[config.mk]
export PLATFORM = sky130hd
export DESIGN_NAME = zbpw_ctrl
export DESIGN_NICKNAME = d
export VERILOG_FILES = /design/src/design/zbpw_pkg.sv /design/src/design/zbpw_ctrl.sv
export SDC_FILE = /design/constraint.sdc
export NUM_CORES = 1
export LEC_CHECK = 0
export BUFFER_PORTS_ARGS = -buffer_cell sky130_fd_sc_hd__buf_2
export CAP_MARGIN = 20
export CORE_AREA = 2 2 39 41
export DETAILED_ROUTE_END_ITERATION = 16
export DIE_AREA = 0 0 41 43
export MAX_ROUTING_LAYER = met4
export PLACE_DENSITY = 0.52
export RECOVER_POWER = 25
export REMOVE_ABC_BUFFERS = 1
export SLEW_MARGIN = 20
export SYNTH_ARGS = -nofsm -noshare
export SYNTH_HDL_FRONTEND = slang
export SYNTH_SLANG_ARGS = --single-unit
[constraint.sdc]
create_clock -name clk -period 1.8 [get_ports clk]
set_input_delay 0.45 -clock clk [delete_from_list [all_inputs] [get_ports clk]]
set_output_delay 0.45 -clock clk [all_outputs]
set_load 0.02 [all_outputs]
[src/design/zbpw_pkg.sv]
// Shared types and constants for the depth-buffered pixel writer.
package zbpw_pkg;

    localparam int DIM_W      = 13;
    localparam int FRAME_W    = 9;
    localparam int COORD_W    = 16;
    localparam int DEPTH_W    = 16;
    localparam int COLOR_W    = 32;
    localparam int CFG_IDX_W  = 2;
    localparam int CFG_DATA_W = 32;

    localparam int DEFAULT_MAX_WIDTH  = 256;
    localparam int DEFAULT_MAX_HEIGHT = 256;

    localparam logic signed [DEPTH_W-1:0] RESET_DEPTH = -16'sd100;

    typedef enum logic [1:0] {
        FUNC_DRAW  = 2'd0,
        FUNC_CLEAR = 2'd1,
        FUNC_READ  = 2'd2
    } func_t;

    typedef enum logic [CFG_IDX_W-1:0] {
        CFG_FRAME_WIDTH  = 2'd0,
        CFG_FRAME_HEIGHT = 2'd1,
        CFG_CLEAR_DEPTH  = 2'd2,
        CFG_CLEAR_COLOR  = 2'd3
    } cfg_reg_t;

    typedef enum logic [2:0] {
        ST_INIT,
        ST_IDLE,
        ST_LOOKUP,
        ST_CLR_RD,
        ST_CLR_WR,
        ST_FINISH
    } state_t;

    typedef struct packed {
        logic load;
        logic sweep_start;
        logic lookup;
        logic clr_rd;
        logic clr_wr;
        logic init_wr;
        logic finish;
    } ctrl_cmd_t;

    typedef struct packed {
        func_t in_func;
        logic  clear_empty;
        logic  sweep_last;
        logic  init_last;
        logic  out_free;
    } dp_status_t;

endpackage

[src/design/zbpw_ctrl.sv]
// Command sequencer: init sweep, lookup, clear sweep and result hand-off.
module zbpw_ctrl
    import zbpw_pkg::*;
(
    input  logic       clk,
    input  logic       rst_n,
    input  logic       in_valid,
    output logic       in_stall,
    input  dp_status_t status,
    output ctrl_cmd_t  cmd
);

    state_t state_reg;
    state_t state_next;

    always_ff @(posedge clk or negedge rst_n)
    begin
        if (!rst_n)
        begin
            state_reg <= ST_INIT;
        end
        else
        begin
            state_reg <= state_next;
        end
    end

    always_comb
    begin
        state_next = state_reg;
        cmd        = '0;
        in_stall   = (state_reg != ST_IDLE);
        unique case (state_reg)
            ST_INIT:
            begin
                cmd.init_wr = 1'b1;
                if (status.init_last)
                begin
                    state_next = ST_IDLE;
                end
            end
            ST_IDLE:
            begin
                if (in_valid)
                begin
                    cmd.load = 1'b1;
                    unique case (status.in_func)
                        FUNC_DRAW, FUNC_READ:
                        begin
                            state_next = ST_LOOKUP;
                        end
                        FUNC_CLEAR:
                        begin
                            cmd.sweep_start = 1'b1;
                            state_next = status.clear_empty ? ST_FINISH : ST_CLR_RD;
                        end
                        default:
                        begin
                            state_next = ST_FINISH;
                        end
                    endcase
                end
            end
            ST_LOOKUP:
            begin
                cmd.lookup = 1'b1;
                state_next = ST_FINISH;
            end
            ST_CLR_RD:
            begin
                cmd.clr_rd = 1'b1;
                state_next = ST_CLR_WR;
            end
            ST_CLR_WR:
            begin
                cmd.clr_wr = 1'b1;
                state_next = status.sweep_last ? ST_FINISH : ST_CLR_RD;
            end
            ST_FINISH:
            begin
                if (status.out_free)
                begin
                    cmd.finish = 1'b1;
                    state_next = ST_IDLE;
                end
            end
            default:
            begin
                state_next = ST_INIT;
            end
        endcase
    end

endmodule

Word-level counts from Yosys, hierarchy flattened --
Cells that the tools add are included.
Cells by class: eq/ne operators 11, mux-type cells 16, reductions and logical operators 4
Operator list (number):
- one-hot mux 3 bit (6 select lines) | 1
- two-way mux 3 bit | 5
- two-way mux 1 bit | 7
- equality test 3 x 2 -> 1 bit, second input constant | 2
- equality test 3 bit, second input constant | 2
- != test 2 bit, second input constant | 3
- one-hot mux 3 bit (2 select lines) | 1
- two-way mux 2 bit | 2
- equality test 3 x 1 -> 1 bit, second input constant | 1
- logical NOT 3 bit | 1
- != test 3 x 1 -> 1 bit, second input constant | 1
- AND reduction 3 bit | 1
- equality test 2 x 1 -> 1 bit, second input constant | 1
- equality test 2 bit, second input constant | 1
- logical NOT 2 bit | 1
- OR reduction 2 bit | 1
Storage, ports and cells: flip-flop bits (word level) 3, input port bits 9, output and inout bits 8, logic and storage cells 32

Depth between registers and ports, before layout --
Gate-level depths: netlist of run 1.
depth in word-level cells 5, gate-level depth with buffers 4, depth with buffers taken out 3

Worst setup path before layout of run 1 --
OpenSTA, ideal clock, no wires.
path type register -> output, start register state_reg[1], end output port cmd[5] in the netlist's numbering, data arrival time 1359 ps, data required time 1350 ps, slack -9 ps, stages on the path, launching flop included 5, path buffers 1, path through dfrtp_1 > buf_6 > or3b_4 > nor2_4 > and3b_1
RTL lines:
- from (decl) | line zbpw_ctrl.sv:13 | state_t state_reg;
- from (signal assigned) | line zbpw_ctrl.sv:24 | state_reg <= state_next;
- to (decl) | line zbpw_ctrl.sv:10 | output ctrl_cmd_t cmd

==> results.toml, run 1 <==
[global_route]
grt_pass1_vias = 241
grt-ovfl-total = 0
grt_pass1_wl_um = 938
grt_usage = 0.0834
grt_max_degree = 12
grt_antenna_before_repair = 0

[logic_synthesis]
syn-cell-area_sq_um = 246
synth-seq-cells = 3
yosysSeqAreaShare = 0.305
synth_cells = 30
synth.distinct_cells = 19
synth_warnings = 0
synth-main-ff-cell = "dfrtp_1"
synth_edf_count = 0
avgSynthCellArea_sq_um = 8.22
synth_area_leaders = "dfrtp_1 30%, nor2_1 7.6%, and3b_1 7.1%"
netlist.area_leader.share = 0.305
yosysTopAreaCell = "dfrtp_1"
synthArstFlopShare = 1.00

[floorplanning]
fp.dieH_um = 43
boundaryPins = 17
die_w_um = 41
fp.dieArea_sq_um = 1760
rows = 14
initial_core_util = 0.178
core_area_sq_um = 1380

[final_layout]
largest_reg_flops = 3
areaGrowthSynthToFinish_pct = 58.9
fin_nets = 61
final_area_sq_um = 392
n_antenna_cell = 0
final_layout_size_suffix_gt1_frac = 0.451

[clock_network]
root_buffer = "clkbuf_4"
cts_tree = "yes"
cts_num_sinks = 3
clockBufferDepth = 2
clk_latency_ns = 0.23
cts_buffers = 3
cts_htree_levels = 1
post-cts-setup-buffers = 0
clkTransAtPathRegs_ns = 0.04

[sta]
fin_worst_skew_ns = 0.000171
finalHoldViolations = 0
setup_viol_count_final = 1
max_freq_mhz = 547
fin_ws_ns = -0.0277
worstMarginPinSlew_ns = 0.228
slew_headroom = 0.847
final.min_clock_period_ns = 1.83
finalCritPeriodShare = 1.02
rsz0062_at_grt = "true"
slew_viol_final = 0

[placed_design]
globalplace.congestion = 0.737
hpwl_um = 488
placed_area_sq_um = 350
portBuffers = 16

[worst_setup_path]
worstPathRequired_ns = 1.35
end_kind = "primary output"
startpoint_type = "flip-flop"
crit_fanout = 2
worstPathArrival_ns = 1.38
critical_path_class = "flip-flop to primary output"
r2r_slack_ns = 0.73

[run_status]
violations = "negative setup slack"
outcome = "complete, but fails checks"

[detailed_routing]
viasPerCell = 4.31
wl_per_cell_um = 9.10
num_vias = 289
first_iter_violations = 1
drc_errors = 0
dr.pass1.iters = 2
ant_nets = 0
wl_um = 610

[power_and_ir_drop]
power_density_nw_per_um2 = 1640
p_leak_nw = 0.203
finalPower_uw = 642
ir_drop_v = 0.000476

[min_path]
hp-class = "input port to flip-flop"

[flow_run]
maxCapViolCount = 0
[worst max-delay path, cell delays in order (launching register included)]
cell and delay [ns]:
dfrtp_1 0.36, or3b_4 0.41, nor2_4 0.08, and3b_1 0.17
buf_6 0.12
[kinds of logic after synthesis]
group                  synth area share
buffers and inverters            0.0914
AOI/OAI and AO/OA                 0.198
and+or+nand+nor                   0.406
DFF                               0.305
[placed cells by master (no fill, tap or decap)]
| master | instances |
|---|---|
| clkbuf_4 | 3 |
| a21oi_1 | 2 |
| nand4b_1 | 1 |
| buf_4 | 3 |
| buf_2 | 14 |
| clkbuf_1 | 2 |
| inv_1 | 1 |
| o2111ai_1 | 1 |
| buf_6 | 1 |
| o32ai_1 | 1 |
| nor2_1 | 5 |
| nand2_1 | 2 |
| or3b_4 | 1 |
| nand2b_1 | 2 |
| nor2_4 | 1 |
| dlygate4sd3_1 | 1 |
| a22oi_1 | 1 |
| dfrtp_1 | 3 |
| nor3b_1 | 1 |
| o21ai_0 | 1 |
| a211o_1 | 1 |
| nor3_1 | 1 |
| and3b_1 | 2 |
[cell type report]
cell class / instances / area, sq um
clock buffer: 4 / 26.3
fill: 163 / 992
inverter: 1 / 3.75
multi-input combinational: 23 / 149
sequential: 3 / 75.1
tap: 16 / 20.0
timing repair buffer: 20 / 118
[power by group]
part,internal (mW),switching [mW]
sequential,0.0996,0.0157
clock,0.0830,0.0335
combinational,0.178,0.233
[final timing paths]
kind,start,to,cells past startpoint
setup / recovery,state_reg[2],cmd[5],4
hold / removal,status[2],state_reg[1],4
setup reg to reg,state_reg[0],state_reg[2],4
hold reg to reg,state_reg[1],state_reg[1],2
max in group asynchronous,rst_n,state_reg[2],2
min in group asynchronous,rst_n,state_reg[0],2
[Yosys cell counts, types with 2 or more instances]
| library cell | number |
|---|---|
| a21oi_1 | 2 |
| and3b_1 | 2 |
| clkbuf_1 | 2 |
| dfrtp_1 | 3 |
| nand2_1 | 2 |
| nand2b_1 | 2 |
| nor2_1 | 5 |
[per-layer routing]
layer,GRT usage,vias to the layer above,part of all wire
li1,-,149,-
met1,0.100,127,0.47
met2,0.109,13,0.45
met3,0.0157,0,0.079
met4,0.0800,0,0
met5,-,-,0
[through the flow]
step,setup slack [ns],setup TNS (ns),util,instances,hold slack (ns)
6_report,-0.0277,-0.0277,0.283,67,0.494
3_5_place_dp,0.189,0,0.253,62,0.250
4_1_cts,-0.0517,-0.0517,0.284,67,0.482
5_1_grt,-0.0935,-0.0935,0.283,67,0.526
3_3_place_gp,0.208,0,0.253,62,0.250
2_1_floorplan,-0.0395,-0.0395,-,27,0.154
[timing repair]
action | in CTS | in global routing
hold endpoints to repair | 3 | 0
endpoints found under the setup margin | 1 | 1
gates cloned | 0 | 0
hold buffers | 1 | 0
gates resized for setup | 2 | 0
pin swaps | 1 | 0
No activity file was read; power rests on OpenSTA's default activity.
==> run 2: changes to the inputs <==
--- a/config.mk
+++ b/config.mk
@@ -5,15 +5,17 @@
 export SDC_FILE = /design/constraint.sdc
 export NUM_CORES = 1
 export LEC_CHECK = 0
+export ABC_AREA = 1
 export BUFFER_PORTS_ARGS = -buffer_cell sky130_fd_sc_hd__buf_2
 export CAP_MARGIN = 20
 export CORE_AREA = 2 2 39 41
 export DETAILED_ROUTE_END_ITERATION = 16
 export DIE_AREA = 0 0 41 43
 export MAX_ROUTING_LAYER = met4
-export PLACE_DENSITY = 0.52
+export PLACE_DENSITY = 0.56
 export RECOVER_POWER = 25
 export REMOVE_ABC_BUFFERS = 1
+export SETUP_SLACK_MARGIN = 0.02
 export SLEW_MARGIN = 20
 export SYNTH_ARGS = -nofsm -noshare
 export SYNTH_HDL_FRONTEND = slang
==> results.toml, run 2 <==
[run_status]
outcome = "complete, no violations"

[logic_synthesis]
yosysSeqAreaShare = 0.259
synth-seq-cells = 3
synth_cells = 47
synth.distinct_cells = 15
avgSynthCellArea_sq_um = 6.18
synth-main-ff-cell = "dfrtp_1"
netlist.area_leader.share = 0.259
synth_area_leaders = "dfrtp_1 26%, nor2_1 18%, nand2_1 13%"
synthArstFlopShare = 1.00
yosysTopAreaCell = "dfrtp_1"
synth_common_cells = "14 x nor2_1, 10 x nand2_1, 7 x inv_1, 3 x dfrtp_1, 3 x nand3_1"
yosysMostFrequentCell = "nor2_1"
synth_edf_count = 0
synth_warnings = 0
syn-cell-area_sq_um = 290

[power_and_ir_drop]
ir_drop_v = 0.000510
finalPower_uw = 681
p_leak_nw = 0.264
power_density_nw_per_um2 = 1540

[floorplanning]
initial_core_util = 0.210
fp.dieArea_sq_um = 1760
fp.dieH_um = 43
die_w_um = 41
core_area_sq_um = 1380
rows = 14
boundaryPins = 17

[final_layout]
final_layout_size_suffix_gt1_frac = 0.400
fin_nets = 80
final_cell_mix = "15 x buf_2, 14 x nor2_1, 10 x nand2_1"
n_antenna_cell = 0
areaGrowthSynthToFinish_pct = 52.2
final_common_cell = "buf_2"
largest_reg_flops = 3

[min_path]
hp-class = "input port to flip-flop"

[sta]
finalCritPeriodShare = 0.945
slew_headroom = 0.817
rsz0062_at_grt = "false"
worstMarginPinSlew_ns = 0.275
fin_worst_skew_ns = 0.00151
final.setup.tns_ns = 0
max_freq_mhz = 588
final.min_clock_period_ns = 1.70
slew_viol_final = 0
setup_viol_count_final = 0
finalHoldViolations = 0

[clock_network]
clkTransAtPathRegs_ns = 0.03
clockBufferDepth = 2
cts_buffers = 3
cts_tree = "yes"
root_buffer = "clkbuf_4"
clk_latency_ns = 0.23
cts_htree_levels = 1
cts_num_sinks = 3

[global_route]
grt_pass1_vias = 324
grt_max_degree = 8
grt_usage = 0.104
grt_pass1_wl_um = 1170
grt_antenna_before_repair = 0
grt-ovfl-total = 0

[detailed_routing]
dr_wl_met2_um = 401
routed.top_layer = "met3"
drc_errors = 0
wl_met3_um = 28
wl_met1_um = 292
dr.pass1.iters = 3
num_vias = 351
viasPerCell = 4.08
wl_per_cell_um = 8.40
ant_nets = 0
wl_um = 722
first_iter_violations = 4

[flow_run]
maxCapViolCount = 0

[worst_setup_path]
critical_path_class = "flip-flop to primary output"
crit_fanout = 7
startpoint_type = "flip-flop"
worstPathArrival_ns = 1.25
end_kind = "primary output"
worstPathRequired_ns = 1.35

[placed_design]
hpwl_um = 617
globalplace.congestion = 0.711
portBuffers = 16
run 2: repair_timing:
item,4_1_cts,5_1_grt
hold buffers,1,0
buffers inserted,0,2
pin swaps,0,0
setup endpoints to repair,1,1
hold endpoints to repair,1,0
resized for setup,1,1
run 2: routing by layer:
metal	track usage	up-vias
met1	0.113	156
met3	0.0366	0
met2	0.147	4
met4	0.0800	0
met5	-	-
li1	-	191
run 2: final timing paths:
path                                      to    startpoint  slack [ns]  depth (start not counted)
worst max-delay path                  cmd[5]  state_reg[2]         0.1                          4
worst min-delay path            state_reg[0]     status[0]        0.54                          4
worst max register to register  state_reg[2]  state_reg[1]        0.67                          7
worst min register to register  state_reg[2]  state_reg[2]        0.68                          2
max in group asynchronous       state_reg[2]         rst_n        1.06                          2
min in group asynchronous       state_reg[1]         rst_n        0.56                          2
run 2: layout make-up:
class | count | area [sq um]
tap | 16 | 20.0
sequential | 3 | 76.3
clock buffer | 4 | 26.3
inverter | 8 | 30.0
fill | 162 | 942
timing repair buffer | 19 | 104
multi-input combinational | 36 | 185
run 2: cell families after synthesis:
group | after synthesis | share of synthesized area
compound gates | 2 | 0.0431
flops | 3 | 0.259
simple gates | 34 | 0.595
buf+inv | 8 | 0.103
run 2: worst max-delay path, stage by stage (launching register included):
cell and delay (ns):
dfrtp_2 0.44, inv_2 0.12, nand3_4 0.10, nor4_1 0.16, buf_2 0.20
run 2: report_power, final:
| part | switching (mW) | internal, mW | leakage [nW] |
|---|---|---|---|
| clock network | 0.0327 | 0.0829 | 0.0150 |
| logic | 0.258 | 0.157 | 0.213 |
| registers | 0.0526 | 0.0972 | 0.0355 |
| total | 0.344 | 0.337 | 0.264 |
run 2: through the flow:
step	hold WS, ns	cell area [sq um]	utilization	std cells	setup slack [ns]
2_1_floorplan	0.154	290	-	47	-0.0198
3_3_place_gp	0.248	390	0.282	79	0.289
3_5_place_dp	0.253	390	0.282	79	0.277
4_1_cts	0.533	427	0.308	84	0.0456
5_1_grt	0.570	442	0.319	86	0.0204
6_report	0.541	442	0.319	86	0.0993
==> run 3: changes to the inputs <==
--- a/config.mk
+++ b/config.mk
@@ -15,7 +15,7 @@
 export PLACE_DENSITY = 0.56
 export RECOVER_POWER = 25
 export REMOVE_ABC_BUFFERS = 1
-export SETUP_SLACK_MARGIN = 0.02
+export SETUP_SLACK_MARGIN = 0.2
 export SLEW_MARGIN = 20
 export SYNTH_ARGS = -nofsm -noshare
 export SYNTH_HDL_FRONTEND = slang
==> results.toml, run 3 (same netlist as run 2, synthesis figures left out) <==
[global_route]
grt_usage = 0.116
grt_pass1_vias = 356
grt_max_degree = 8
grt_antenna_before_repair = 0
grt-ovfl-total = 0
grt_pass1_wl_um = 1320

[detailed_routing]
viasPerCell = 4.17
num_vias = 375
drc_errors = 0
first_iter_violations = 4
wl_um = 804
dr.pass1.iters = 4
wl_per_cell_um = 8.93
ant_nets = 0

[clock_network]
clockBufferDepth = 2
clk_latency_ns = 0.23
clkTransAtPathRegs_ns = 0.04
cts_buffers = 3
cts_tree = "yes"
root_buffer = "clkbuf_4"
cts_num_sinks = 3
cts_htree_levels = 1

[floorplanning]
initial_core_util = 0.210
die_w_um = 41
fp.dieArea_sq_um = 1760
boundaryPins = 17
rows = 14
core_area_sq_um = 1380
fp.dieH_um = 43

[worst_setup_path]
crit_fanout = 5
reg2reg_depth = 8
critical_path_class = "flip-flop to primary output"
crit_end = "cmd[5]"
r2r-end = "state_reg[2]"
worstPathArrival_ns = 1.21
reg2reg_from = "state_reg[1]"
end_kind = "primary output"
r2r_slack_ns = 0.58
worstPathRequired_ns = 1.35
startpoint_type = "flip-flop"
critPathLaunch = "state_reg[1]"

[power_and_ir_drop]
finalPower_uw = 755
pwr-share-seq = 0.188
switching_share = 0.485
power.switching_uw = 366
power_density_nw_per_um2 = 1550
ir_drop_v = 0.000594
p_leak_nw = 0.284
pwr-share-clk = 0.153
power.internal_uw = 388
p_comb_frac = 0.659

[placed_design]
placed_area_sq_um = 390
portBuffers = 16
place_ws_ns = 0.277
globalplace.congestion = 0.711
hpwl_um = 617

[final_layout]
final_common_cell = "nor2_1"
fin_util = 0.352
n_antenna_cell = 0
largest_reg_flops = 3
fillers = 162
fin_nets = 84
areaGrowthSynthToFinish_pct = 67.7
final_area_sq_um = 487
final_cell_mix = "14 x nor2_1, 13 x buf_2, 10 x nand2_1"
final_layout_size_suffix_gt1_frac = 0.459

[sta]
fin_worst_skew_ns = 0.00168
hold_slack_ns = 0.553
rsz0062_at_grt = "true"
finalCritPeriodShare = 0.921
finalHoldViolations = 0
slew_headroom = 0.874
slew_viol_final = 0
worstMarginPinSlew_ns = 0.188
max_freq_mhz = 603
fin_ws_ns = 0.142
setup_viol_count_final = 0
final.min_clock_period_ns = 1.66

[flow_run]
maxCapViolCount = 0

[min_path]
hp-class = "input port to flip-flop"

[run_status]
outcome = "complete, no violations"
[run 3: metrics by stage]
| step | cells | setup TNS, ns |
|---|---|---|
| 3_5_place_dp | 79 | 0 |
| 5_1_grt | 90 | 0 |
| 4_1_cts | 87 | 0 |
| 2_1_floorplan | 47 | -0.0198 |
| 3_3_place_gp | 79 | 0 |
| 6_report | 90 | 0 |
[run 3: timing repair]
| action | CTS | global route |
|---|---|---|
| pin swaps | 0 | 1 |
| hold endpoints to repair | 1 | 0 |
| hold buffers | 1 | 0 |
| endpoints found under the setup margin | 7 | 5 |
| setup buffers | 3 | 3 |
| resized for setup | 6 | 1 |
[run 3: final cells by class]
type	count	area (sq um)	area share
Sequential cell	3	77.6	0.159
Multi-Input combinational cell	36	191	0.393
Timing Repair Buffer	23	139	0.285
Inverter	8	32.5	0.0668
Clock buffer	4	26.3	0.0540
Tap cell	16	20.0	0.0411
[run 3: worst max-delay path: stages, from the launching register on]
cell     delay (ns)
dfrtp_1        0.42
inv_2          0.11
nand3_4        0.10
nor4_2         0.14
buf_2          0.20
[run 3: per-layer routing]
metal	global-route usage	vias up	share of wire
met1	0.129	170	0.38
met4	0.0800	0	0
met2	0.169	6	0.58
met3	0.0366	0	0.040
met5	-	-	0
li1	-	199	-
[run 3: how the worst min path moves through the flow]
stage / depth (start not counted) / slack, ns / endpoint / startpoint
detailed placement: 1 / 0.25 / state_reg[0] / rst_n
finish: 4 / 0.55 / state_reg[2] / status[0]
global route: 2 / 0.57 / state_reg[1] / rst_n
global placement: 1 / 0.25 / state_reg[0] / rst_n
floorplan: 0 / 0.15 / state_reg[0] / rst_n
CTS: 2 / 0.53 / state_reg[1] / rst_n
[run 3: power groups by stage]
stage	clock [mW]	sequential [mW]	combinational, mW
floorplan	0	0.137	0.302
global placement	0	0.147	0.399
detailed placement	0	0.148	0.398
CTS	0.125	0.144	0.455
finish	0.115	0.142	0.497
global route	0.129	0.145	0.551
